## config.mk

```make
export PLATFORM = sky130hd
export DESIGN_NAME = plpl_div
export DESIGN_NICKNAME = d
export VERILOG_FILES = /design/src/plpl_pkg.sv /design/src/plpl_div.sv
export SDC_FILE = /design/constraint.sdc
export NUM_CORES = 1
export LEC_CHECK = 0
export ABC_CLOCK_PERIOD_IN_PS = 2900
export BUFFER_PORTS_ARGS = -buffer_cell sky130_fd_sc_hd__buf_2
export CORE_UTILIZATION = 55
export CTS_BUF_LIST = sky130_fd_sc_hd__clkbuf_8 sky130_fd_sc_hd__clkbuf_16
export CTS_CLUSTER_DIAMETER = 80
export DETAILED_ROUTE_END_ITERATION = 6
export HOLD_SLACK_MARGIN = 0.02
export PLACE_DENSITY = 0.81
export SLEW_MARGIN = 20
export SYNTH_ARGS = -nofsm -noshare
export SYNTH_HDL_FRONTEND = slang
export SYNTH_SLANG_ARGS = --single-unit
```

## constraint.sdc

```tcl
create_clock -name clk_i -period 2.9 [get_ports clk_i]
set_input_delay 0.145 -clock clk_i [delete_from_list [all_inputs] [get_ports clk_i]]
set_output_delay 0.145 -clock clk_i [all_outputs]
set_load 0.02 [all_outputs]
```

## src/plpl_pkg.sv

```systemverilog
// ---------------------------------------------------------------------------
// plpl_pkg: shared types and constants
// Item formats, command and status codes, sequencer states.
// ---------------------------------------------------------------------------
`default_nettype none

package plpl_pkg;

  localparam int COORD_BITS     = 32;
  localparam int DIFF_BITS      = COORD_BITS + 1;
  localparam int PROD_BITS      = 2 * DIFF_BITS;
  localparam int SEG_BITS       = 8;
  localparam int MAX_POINTS_DEF = 256;

  typedef enum logic [1:0] {
    CMD_CLEAR  = 2'd0,
    CMD_APPEND = 2'd1,
    CMD_QUERY  = 2'd2,
    CMD_NOP    = 2'd3
  } cmd_e;

  typedef enum logic [1:0] {
    ST_OK    = 2'd0,
    ST_RANGE = 2'd1,
    ST_FULL  = 2'd2
  } status_e;

  typedef enum logic [1:0] {
    PICK_LOW  = 2'd0,
    PICK_MID  = 2'd1,
    PICK_HIGH = 2'd2
  } pick_e;

  typedef enum logic [3:0] {
    S_IDLE,
    S_SEARCH_RD,
    S_SEARCH_CMP,
    S_LOCATE,
    S_RD_I,
    S_RD_I1,
    S_SCAN_RD,
    S_SCAN_CMP,
    S_MUL,
    S_DIV,
    S_FIN,
    S_DONE
  } state_e;

  typedef struct packed {
    logic        [1:0]            cmd;
    logic signed [COORD_BITS-1:0] coord_x;
    logic signed [COORD_BITS-1:0] coord_y;
    logic        [1:0]            pick_mode;
  } in_item_t;

  typedef struct packed {
    logic        [1:0]            status;
    logic signed [COORD_BITS-1:0] elevation;
    logic        [SEG_BITS-1:0]   segment_found;
  } out_item_t;

endpackage

`default_nettype wire

```

## src/plpl_div.sv

```systemverilog
// ---------------------------------------------------------------------------
// plpl_div: restoring divider
// Unsigned PROD_BITS / DIFF_BITS, one quotient bit per cycle.
// ---------------------------------------------------------------------------
`default_nettype none

module plpl_div
  import plpl_pkg::*;
(
  input  wire logic                 clk_i,
  input  wire logic                 rst_ni,
  input  wire logic                 start_i,
  input  wire logic [PROD_BITS-1:0] numer_i,
  input  wire logic [DIFF_BITS-1:0] denom_i,
  output      logic                 done_o,
  output      logic [PROD_BITS-1:0] quot_o
);

  localparam int CNT_BITS = $clog2(PROD_BITS + 1);

  logic [CNT_BITS-1:0]  cnt_q;
  logic                 busy_q;
  logic                 done_q;
  logic [PROD_BITS-1:0] nq_q;
  logic [DIFF_BITS-1:0] rem_q;
  logic [DIFF_BITS-1:0] den_q;
  logic [DIFF_BITS:0]   rem_sh;
  logic                 ge;
  logic [DIFF_BITS:0]   rem_sub;

  assign rem_sh  = {rem_q, nq_q[PROD_BITS-1]};
  assign ge      = rem_sh >= {1'b0, den_q};
  assign rem_sub = rem_sh - {1'b0, den_q};

  always_ff @(posedge clk_i or negedge rst_ni) begin
    if (!rst_ni) begin
      busy_q <= 1'b0;
      done_q <= 1'b0;
      cnt_q  <= '0;
    end else begin
      done_q <= 1'b0;
      if (start_i) begin
        busy_q <= 1'b1;
        cnt_q  <= CNT_BITS'(PROD_BITS);
      end else if (busy_q) begin
        cnt_q <= cnt_q - 1'b1;
        if (cnt_q == CNT_BITS'(1)) begin
          busy_q <= 1'b0;
          done_q <= 1'b1;
        end
      end
    end
  end

  always_ff @(posedge clk_i) begin
    if (start_i) begin
      nq_q  <= numer_i;
      rem_q <= '0;
      den_q <= denom_i;
    end else if (busy_q) begin
      nq_q  <= {nq_q[PROD_BITS-2:0], ge};
      rem_q <= ge ? rem_sub[DIFF_BITS-1:0] : rem_sh[DIFF_BITS-1:0];
    end
  end

  assign done_o = done_q;
  assign quot_o = nq_q;

endmodule

`default_nettype wire

```

# After elaboration in Yosys (flattened, before gate mapping)
# Cells that the tools add are included.
[word_totals] ff_bits=141 input_bits=102
[op_classes] n_addsub=2 magnitude_cmp=1 eq_ne=1 n_mux=11 reduce_logical=1
[op_table] operator="2-to-1 mux 66 bit" count=2
[op_table] operator="greater-or-equal comparator 34 x 33 -> 1 bit" count=1
[op_table] operator="2-to-1 mux 33 bit" count=1
[op_table] operator="subtractor 33 bit" count=1
[op_table] operator="2-to-1 mux 7 bit" count=2
[op_table] operator="equality test 7 x 1 -> 1 bit (second input constant)" count=1
[op_table] operator="subtractor 7 x 1 -> 7 bit (second input constant)" count=1
[op_table] operator="2-to-1 mux 1 bit" count=6
[op_table] operator="nonzero test 2 bit" count=1

# Logic depth before layout (Yosys ltp)
# Gate-level depths: netlist of run 1.
[depth] word_depth=4 ltp_mapped=15 depth_no_buf=13

# Worst setup path after synthesis of run 1
# OpenSTA, ideal clock, no wires.
[synth_timing] path_kind="reg-to-reg" start="register nq_q[65], in the netlist quot_o[65]" end="register rem_q[15]" setup_ns=0.123 arrival_ns=2.743 required_ns=2.777 setup_slack_ns=0.034 path_stages_with_launch=15 n_path_buf=1 synth_period_minus_slack_ns=2.866 cell_sequence="edfxtp_1 inv_1 ha_1 inv_1 fa_1 a21oi_1 o22ai_1 o21ai_0 o21ai_0 a21oi_1 a21oi_1 buf_4 o21ai_0 a21oi_1 or2_2"
[synth_between] elab_chain_len=2
[synth_lines] item="from (decl)" line="plpl_div.sv:24" text="logic [PROD_BITS-1:0] nq_q;"
[synth_lines] item="from (signal assigned)" line="plpl_div.sv:57" text="nq_q <= numer_i;"
[synth_lines] item="from (signal assigned)" line="plpl_div.sv:61" text="nq_q <= {nq_q[PROD_BITS-2:0], ge};"
[synth_lines] item="subtractor 33 bit / greater-or-equal comparator 34 x 33 -> 1 bit (equally long branches)" line="plpl_div.sv:33, plpl_div.sv:32"
[synth_lines] item="2-to-1 mux 33 bit (*)" line="plpl_div.sv:62" text="rem_q <= ge ? rem_sub[DIFF_BITS-1:0] : rem_sh[DIFF_BITS-1:0];"
[synth_lines] item="to (signal assigned)" line="plpl_div.sv:62"
[synth_lines] item="to (decl)" line="plpl_div.sv:25" text="logic [DIFF_BITS-1:0] rem_q;"
# Mark *: on every way between the ends. The rest lies on a longest branch, timed or not.
# A chain may end at the register's enable or synchronous reset.

# Worst setup path after layout of run 1
[layout_timing] start="register den_q[2]" end="register rem_q[31]"
[layout_between] elab_chain_len=2
[layout_lines] item="from (decl)" line="plpl_div.sv:26" text="logic [DIFF_BITS-1:0] den_q;"
[layout_lines] item="from (signal assigned)" line="plpl_div.sv:59" text="den_q <= denom_i;"
[layout_lines] item="subtractor 33 bit / greater-or-equal comparator 34 x 33 -> 1 bit (equally long branches)" line="plpl_div.sv:33, plpl_div.sv:32"
[layout_lines] item="2-to-1 mux 33 bit (*)" line="plpl_div.sv:62"
# Marked as above.

==> metrics, run 1 <==
status finished clean; Yosys cell types 59; Fin. Hold Viols 0; Pre-Repair DR Iteration Count 5; core footprint 0.01324 mm^2; Worst Path Arrival 3.08 ns; Worst Setup SP den_q[2]; Critical Path End Type flop; top cell type's share of synthesized area 0.3990; nets@finish 1,053; global-route wire length before repair 33.26 mm; Slew @ Worst Pin 0.9977 ns; worst r2r path cells 11; post-DP HPWL 12.91 mm; Worst path max stage delay 0.40 ns; CP Launch Type flop; Yosys reg bits 141; WL per Instance 18.91 um; PwrDens 549.5 mW/mm^2; Post-Synthesis Cell Area 0.007451 mm^2; Die Y 118.4 um; synth top area cells edfxtp_1, mux2_2, dfxtp_1; yosys warns 0; Critical Path End rem_q[31]; Longest Clk Path Bufs 2; initial antenna violation count 0; clock skew 0.01387 ns; Post-synth top flop edfxtp_1; final max-slew violation count 0; Final setup viols 0; Hold Path Class in -> reg; largest area contributor in the netlist edfxtp_1; switching share of power 0.2809; syn avg cell area 11.52 um^2; clk_lat worst skew 0.43 ns; Port Buffers 168; WP data required 3.17 ns; Area growth syn-to-layout 35.03%; vias in the first global route 6,519; ANT cells 0; Post-Syn Instances 647; Max VDD drop 0.4970 mV; placed cells 988; Final period util 0.9662; Clock power frac 0.382; largest net degree at the start of global routing 81; Critical Path, Cell by Cell inv_1 -> ha_1 -> o21a_1 -> o31a_1 -> o31ai_2 -> o211a_4 -> a211oi_4 -> a311oi_2 -> o31ai_2 -> xnor2_1 -> o22ai_1; initial DRC count 418; reg2reg setup slack 0.1 ns; Critical-path top delay cell ha_1; io pins 169; Period minus WS final 2.802 ns; EDFF count, synth 99; synth cell count leaders edfxtp_1, mux2_2, inv_1; Starting Density 0.5626; Post-synth ARST share 0.06383; total power 0.005528 W; Antenna Nets Post-Route 0; Buffers & Inverters on Critical Path 1; CTS tree done; Die ar. 0.01402 mm^2; Rows 42; layout cell share with drive strength beyond 1 0.3470; Layout Cells excl Fill 1,104; clock sink count 141; Max-Cap Viols 0; WP depth 11; GRT Residual Overflow 0; Psw 0.001553 W; Die X 118.4 um; cell mode on critical path o31ai_2; Leak 4.327 nW; Root Buffer clkbuf_16; cell with the most instances after synthesis edfxtp_1; Worst slew margin 0.3349; CP top delay family compound AO/OA/AOI/OAI gates; Mapped Nets 785; Pint 0.003975 W; hold_ws 0.03097 ns; Critical R2R Launch den_q[2]; CTS Buf Count 17; Gate power share 0.174; H-tree levels 4; drt total wl 20.88 mm; crit-path max FO 6; sequential share of power 0.444; Hold Path Origin numer_i[12]; Vias/cell 5.723; Critical R2R Capture rem_q[31]; Worst-path clk slew 0.07 ns; detailed-route via count 6,318; fill count 841; final core utilization 0.7597; GRT Total Usage 0.3056; WHS Path Cells 2; Remaining DRCs 0; Achievable Freq 356.9 MHz; RSZ-0062 raised after global routing true; critical path type reg -> reg; sequential area share after synthesis 0.5179; routability congestion estimate 0.9060
[state kept, by name, indices dropped and copies added, names as in the netlist]
signal,cells
busy_q,1
done_o,1
den_q,33
rem_q,33
quot_o,66
cnt_q,7
[layout make-up]
cell class                      count  area (um^2)  area share
Clock buffer                       17        425.4     0.04228
Multi-Input combinational cell    432         3371      0.3350
Timing Repair Buffer              276         1869      0.1858
Inverter                           47        176.4     0.01754
Clock inverter                     15        138.9     0.01380
Tap cell                          176        220.2     0.02189
Sequential cell                   141         3860      0.3837
[stage by stage]
| step | cell area, um^2 | setup TNS (ns) | setup slack [ns] |
|---|---|---|---|
| detailed placement | 8589 | -0.7172 | -0.1273 |
| global route | 10060 | -0.03874 | -0.02085 |
| floorplan | 7451 | 0 | 0.03416 |
| global placement | 8589 | 0 | 0.04131 |
| finish | 10060 | 0 | 0.09795 |
| CTS | 9976 | 0 | 0.007490 |
[logic make-up (layout without fill, tap and decap cells)]
| kind of cell | Yosys count | after routing | synth area share |
|---|---|---|---|
| AND/OR/NAND/NOR | 127 | 127 | 0.08094 |
| buffers and inverters | 74 | 355 | 0.03997 |
| AO/OA/AOI/OAI | 150 | 150 | 0.1348 |
| adder cells (fa/ha/maj) | 36 | 36 | 0.06146 |
| XOR/XNOR | 35 | 35 | 0.04114 |
| flip-flops | 141 | 141 | 0.5179 |
| multiplexers | 84 | 84 | 0.1238 |
[placed cells by master (no fill, tap or decap), drive strengths merged, types with 7 or more instances in the layout]
cell type | netlist | layout
xnor2 | 25 | 25
a21o | 12 | 12
a21oi | 40 | 40
nand2b | 8 | 8
dfrtp | 9 | 9
dfxtp | 33 | 33
mux2i | 19 | 19
edfxtp | 99 | 99
mux2 | 65 | 65
o21ai | 30 | 30
nor2 | 39 | 39
nand2 | 34 | 34
nand3 | 9 | 9
clkbuf | 21 | 17
dlygate4sd3 | 0 | 81
nor3 | 9 | 9
xor2 | 10 | 10
inv | 47 | 52
buf | 6 | 195
a211oi | 19 | 19
ha | 35 | 35
a32oi | 7 | 7
[per-layer routing]
| metal | share of wire | wire length (um) | GRT usage |
|---|---|---|---|
| met1 | 0.39 | 8144 | 0.3535 |
| met2 | 0.50 | 10360 | 0.5276 |
| met3 | 0.066 | 1375 | 0.07432 |
| met4 | 0.048 | 1001 | 0.1543 |
| met5 | 0 | 0 | 0 |
[worst min path at each step]
stage | to | slack (ns)
2_1_floorplan | busy_q | -0.15
3_3_place_gp | done_o | 0.001
3_5_place_dp | done_o | 0.01
4_1_cts | quot_o[38] | 0.02
5_1_grt | quot_o[31] | 0.03
6_report | quot_o[12] | 0.03
[power groups by stage]
stage | Combinational (W) | Clock, W | Sequential, W
floorplan | 0.000400 | 0 | 0.00259
detailed placement | 0.000827 | 0 | 0.00247
finish | 0.000961 | 0.00211 | 0.00245
global route | 0.00102 | 0.00221 | 0.00247
global placement | 0.000801 | 0 | 0.00247
CTS | 0.000920 | 0.00213 | 0.00244
[repair_timing]
action | CTS | global route
hold buffers | 80 | 1
setup endpoints to repair | 28 | 34
buffers inserted | 0 | 3
resized for setup | 6 | 17
endpoints found under the hold margin | 91 | 1
pin swaps | 2 | 8
No activity file was read; power rests on OpenSTA's default activity.
==> inputs of run 2 (changes only) <==
--- a/config.mk
+++ b/config.mk
@@ -7,12 +7,14 @@
 export LEC_CHECK = 0
 export ABC_CLOCK_PERIOD_IN_PS = 2900
 export BUFFER_PORTS_ARGS = -buffer_cell sky130_fd_sc_hd__buf_2
-export CORE_UTILIZATION = 55
+export CELL_PAD_IN_SITES_DETAIL_PLACEMENT = 1
+export CELL_PAD_IN_SITES_GLOBAL_PLACEMENT = 2
+export CORE_UTILIZATION = 35
 export CTS_BUF_LIST = sky130_fd_sc_hd__clkbuf_8 sky130_fd_sc_hd__clkbuf_16
 export CTS_CLUSTER_DIAMETER = 80
 export DETAILED_ROUTE_END_ITERATION = 6
 export HOLD_SLACK_MARGIN = 0.02
-export PLACE_DENSITY = 0.81
+export PLACE_DENSITY_LB_ADDON = 0.1
 export SLEW_MARGIN = 20
 export SYNTH_ARGS = -nofsm -noshare
 export SYNTH_HDL_FRONTEND = slang
==> metrics, run 2 (synthesized netlist as in run 1, its figures left out) <==
Final period util 0.9617 (-0.004515); Die Y 147.9 um (+25%); commonest non-fill, non-tap cell in the layout buf_2; switching share of power 0.2812 (about the same); final core utilization 0.5004 (-0.2594); H-tree levels 4 (unchanged); io pins 169 (unchanged); Gate power share 0.174 (about the same); Worst Path Arrival 3.07 ns (about the same); Rows 53 (+26%); area of the multi-input gates 0.003386 mm^2 (+0.45%); commonest non-fill, non-tap cells in the layout buf_2, edfxtp_1, dlygate4sd3_1; Period minus WS final 2.789 ns (-0.01309 ns); Hold Path Origin numer_i[12]; largest net degree at the start of global routing 135 (+67%); layout cell share with drive strength beyond 1 0.3504 (+0.003436); max reg flops 66 (unchanged); status finished clean; Max-Cap Viols 0 (unchanged); setup tns final 0 ns (unchanged); Fin. Hold Viols 0 (unchanged); Pint 0.004018 W (+1.1%); clock sink count 141 (unchanged); Remaining DRCs 0 (unchanged); Leak 4.471 nW (+3.3%); worst slack at placement -0.1208 ns (+0.006459 ns); Die ar. 0.02188 mm^2 (+56%); Starting Density 0.3556 (-0.2071); Clock power frac 0.391 (+0.009); Die X 147.9 um (+25%); Slew @ Worst Pin 0.8716 ns (-0.1261 ns); core footprint 0.02096 mm^2 (+58%); initial antenna violation count 0 (unchanged); Final setup viols 0 (unchanged); Worst-path clk slew 0.07 ns (about the same); Max VDD drop 0.3538 mV (-29%); Antenna Nets Post-Route 0 (unchanged); crit-path max FO 5 (-1); global-route wire length before repair 34.94 mm (+5.1%); sequential share of power 0.435 (-0.009); Longest Clk Path Bufs 2 (unchanged); WL per Instance 17.09 um (-9.6%); final setup margin 0.1110 ns (+0.01309 ns); GRT Residual Overflow 0 (unchanged); CTS tree done; nets@finish 1,081 (+2.7%); Achievable Freq 358.6 MHz (+0.47%); DR WL met2 10.56 mm (+1.9%); Critical R2R Launch den_q[7]; wire length on met1 9.036 mm (+11%); RSZ-0062 raised after global routing false; placed cells 1,102 (+12%); Critical Path End Type flop; fill count 2,320 (+180%); detailed-route via count 6,067 (-4.0%); DR WL met3 1.157 mm (-16%); register area 0.003859 mm^2 (about the same); Psw 0.001572 W (+1.2%); Worst slew margin 0.4168 (+0.08190); clock skew 0.01667 ns (+0.002803 ns); CP Launch Type flop; routability congestion estimate 0.8041 (-11%); PwrDens 533.1 mW/mm^2 (-3.0%); clk_lat worst skew 0.43 ns (about the same); Layout Cells excl Fill 1,231 (+12%); Worst Setup SP den_q[7]; Pre-Repair DR Iteration Count 4 (-1); Root Buffer clkbuf_16; initial DRC count 220 (-47%); Vias/cell 4.929 (-14%); Port Buffers 168 (unchanged); Top Metal Used met4; vias in the first global route 6,855 (+5.2%); critical path type reg -> reg; post-DP HPWL 14.02 mm (+8.6%); ANT cells 0 (unchanged); CTS Buf Count 17 (unchanged); GRT Total Usage 0.2030 (-0.1026); final max-slew violation count 0 (unchanged); WP data required 3.18 ns (about the same); reg2reg setup slack 0.11 ns (about the same); Area growth syn-to-layout 40.72%; Hold Path Class in -> reg; drt total wl 21.04 mm (+0.79%)
-- run 2: repair_timing --
| item | 4_1_cts | 5_1_grt |
|---|---|---|
| setup endpoints to repair | 33 | 33 |
| pin swaps | 2 | 6 |
| setup buffers | 0 | 0 |
| resized for setup | 8 | 23 |
| hold buffers | 96 | 1 |
| hold endpoints to repair | 104 | 1 |
-- run 2: final timing paths --
| kind | end | cells past startpoint |
|---|---|---|
| setup / recovery | rem_q[31] | 12 |
| hold / removal | quot_o[12] | 2 |
| setup reg to reg | rem_q[31] | 12 |
| hold reg to reg | rem_q[19] | 2 |
| max in group asynchronous | cnt_q[3] | 2 |
| min in group asynchronous | cnt_q[2] | 2 |
-- run 2: area by class of cell --
class / count / area share
Multi-Input combinational cell: 432 / 0.3229
Sequential cell: 141 / 0.3680
Inverter: 47 / 0.01706
Tap cell: 275 / 0.03282
Clock buffer: 17 / 0.04057
Clock inverter: 15 / 0.01420
Timing Repair Buffer: 304 / 0.2044
-- run 2: critical path, cell delays in order, from the launching register on --
cell and delay [ns]:
edfxtp_1 0.33, inv_1 0.04, ha_1 0.35, and3_1 0.23, and3_1 0.18, o31ai_2 0.09, o211a_4 0.28, a211oi_4 0.30
a311oi_2 0.14, buf_4 0.17, o31ai_2 0.27, xnor2_1 0.17, o22ai_1 0.11
-- run 2: power by group through the flow --
| stage | Sequential, W | Combinational, W | Clock [W] |
|---|---|---|---|
| finish | 0.00243 | 0.000972 | 0.00219 |
| global route | 0.00246 | 0.00106 | 0.00233 |
| CTS | 0.00243 | 0.000962 | 0.00225 |
| detailed placement | 0.00247 | 0.000856 | 0 |
| global placement | 0.00246 | 0.000839 | 0 |
| floorplan | 0.00259 | 0.000400 | 0 |
-- run 2: stage by stage --
stage,cell area (um^2),total power (W),hold slack [ns]
2_1_floorplan,7451,0.002991,-0.1506
3_3_place_gp,8838,0.003302,0.004102
3_5_place_dp,8838,0.003326,0.01115
4_1_cts,10400,0.005647,0.02081
5_1_grt,10490,0.005853,0.02004
6_report,10490,0.005590,0.03614
-- run 2: routing by layer --
layer / vias up / GRT usage
li1: 2986 / -
met2: 139 / 0.3583
met5: - / 0
met3: 21 / 0.06142
met4: 0 / 0.05309
met1: 2921 / 0.2384
==> inputs of run 3 (changes only) <==
--- a/config.mk
+++ b/config.mk
@@ -14,7 +14,8 @@
 export CTS_CLUSTER_DIAMETER = 80
 export DETAILED_ROUTE_END_ITERATION = 6
 export HOLD_SLACK_MARGIN = 0.02
-export PLACE_DENSITY_LB_ADDON = 0.1
+export PLACE_DENSITY = 0.89
+export SETUP_SLACK_MARGIN = 0.1
 export SLEW_MARGIN = 20
 export SYNTH_ARGS = -nofsm -noshare
 export SYNTH_HDL_FRONTEND = slang
==> metrics, run 3 (synthesized netlist as in run 1, its figures left out) <==
final max-slew violation count 0 (unchanged); clock sink count 141 (unchanged); Worst Path Arrival 3.02 ns (-0.05 ns); io pins 169 (unchanged); Max VDD drop 0.3868 mV (+9.3%); Die X 147.9 um (unchanged); final setup margin 0.1899 ns (+0.07886 ns); Die ar. 0.02188 mm^2 (unchanged); commonest non-fill, non-tap cells in the layout buf_2, edfxtp_1, dlygate4sd3_1; Die Y 147.9 um (unchanged); Max-Cap Viols 0 (unchanged); layout cell share with drive strength beyond 1 0.3718 (+0.02140); CTS Buf Count 17 (unchanged); CTS tree done; Achievable Freq 369.0 MHz (+2.9%); drt total wl 22.15 mm (+5.3%); total power 0.005707 W (+2.1%); setup tns final 0 ns (unchanged); worst r2r path cells 11 (-1); initial antenna violation count 0 (unchanged); initial DRC count 242 (+10%); Antenna Nets Post-Route 0 (unchanged); critical path type reg -> reg; routability congestion estimate 0.7945 (-1.2%); Remaining DRCs 0 (unchanged); status finished clean; reg2reg setup slack 0.19 ns (+0.08 ns); clk_lat worst skew 0.43 ns (about the same); RSZ-0062 raised after global routing true; Worst slew margin 0.6800 (+0.2632); ANT cells 0 (unchanged); nets@finish 1,069 (-1.1%); Period minus WS final 2.710 ns (-0.07885 ns); WHS Path Cells 2 (unchanged); Critical Path End Type flop; Area growth syn-to-layout 40.37%; Fin. Hold Viols 0 (unchanged); Critical R2R Capture rem_q[15]; fill count 2,313 (-0.30%); Critical R2R Launch den_q[1]; worst slack at placement 0.009332 ns (+0.1301 ns); vias in the first global route 6,594 (-3.8%); Final period util 0.9345 (-0.02719); Final setup viols 0 (unchanged); Longest Clk Path Bufs 2 (unchanged); crit-path max FO 3 (-2); Pre-Repair DR Iteration Count 4 (unchanged); Port Buffers 168 (unchanged); Worst-path clk slew 0.07 ns (about the same); PwrDens 545.7 mW/mm^2 (+2.4%); post-DP HPWL 14.58 mm (+4.0%); Layout Cells excl Fill 1,219 (-0.97%); Min-Delay Endpoint quot_o[20]; WL per Instance 18.17 um (+6.3%); Leak 4.466 nW (about the same); CP Launch Type flop; Slew @ Worst Pin 0.4763 ns (-0.3953 ns); largest net degree at the start of global routing 76 (-44%); Root Buffer clkbuf_16; placed cells 1,097 (-0.45%); Vias/cell 5.010 (+1.7%); WP data required 3.21 ns (+0.03 ns); Hold Path Class in -> reg; core footprint 0.02096 mm^2 (unchanged); GRT Total Usage 0.2009 (-0.002036); commonest non-fill, non-tap cell in the layout buf_2; H-tree levels 4 (unchanged); global-route wire length before repair 34.31 mm (-1.8%); Rows 53 (unchanged); detailed-route via count 6,107 (+0.66%); GRT Residual Overflow 0 (unchanged); clock skew 0.01071 ns (-0.005954 ns); final core utilization 0.4991 (-0.001254); Starting Density 0.3556 (unchanged); Hold Path Origin numer_i[20]; max reg flops 66 (unchanged)
[run 3: per-stage QoR]
stage          hold WS [ns]  area [um^2]
5_1_grt             0.02278        10460
4_1_cts             0.02091        10240
3_3_place_gp       0.009586         8813
6_report            0.03768        10460
2_1_floorplan       -0.1506         7451
3_5_place_dp       0.007809         8813
[run 3: critical path: stages, from the launching register on]
cell,delay [ns]
edfxtp_1,0.40
inv_2,0.07
ha_1,0.24
nor2b_2,0.18
o31a_1,0.34
or3_1,0.31
a41o_1,0.23
a311oi_2,0.21
nor2_1,0.10
xnor2_1,0.15
a21oi_1,0.08
or2_2,0.28
[run 3: cell type report]
type                       instances  area, um^2  area share
clock buffer                      17       425.4     0.04067
clock inverter                    15       192.7     0.01842
inverter                          47       178.9     0.01711
multi-input combinational        432        3442      0.3291
sequential                       141        3859      0.3689
tap                              275       344.1     0.03290
timing repair buffer             292        2017      0.1928
[run 3: how the worst max path moves through the flow]
stage / end / start / slack, ns
after floorplan: rem_q[15] / quot_o[65] / 0.13
after global placement: rem_q[15] / den_q[1] / 0.12
after detailed placement: rem_q[20] / quot_o[65] / 0.009
after CTS: rem_q[20] / quot_o[65] / 0.09
after global routing: rem_q[3] / quot_o[65] / 0.07
final: rem_q[15] / den_q[1] / 0.19
[run 3: power by group]
| group | total, W | internal [W] | leakage [nW] | switching [W] |
|---|---|---|---|---|
| registers | 0.00244 | 0.00234 | 1.40 | 0.0000973 |
| clock network | 0.00229 | 0.00125 | 0.302 | 0.00104 |
| logic | 0.000981 | 0.000455 | 2.77 | 0.000526 |
| total | 0.00571 | 0.00405 | 4.47 | 0.00166 |
[run 3: layer usage]
layer / part of all wire / track usage / up-vias / wire [um]
li1: - / - / 2956 / -
met1: 0.42 / 0.2376 / 2971 / 9355
met2: 0.51 / 0.3517 / 157 / 11190
met3: 0.059 / 0.05833 / 23 / 1309
met4: 0.013 / 0.05876 / 0 / 291
met5: 0 / 0 / - / 0
[run 3: timing repair]
action | in CTS | in global routing
endpoints found under the hold margin | 87 | 0
cloned | 0 | 2
pin swaps | 4 | 20
hold buffers | 79 | 0
setup buffers | 0 | 9
setup endpoints to repair | 32 | 33
resized for setup | 8 | 38
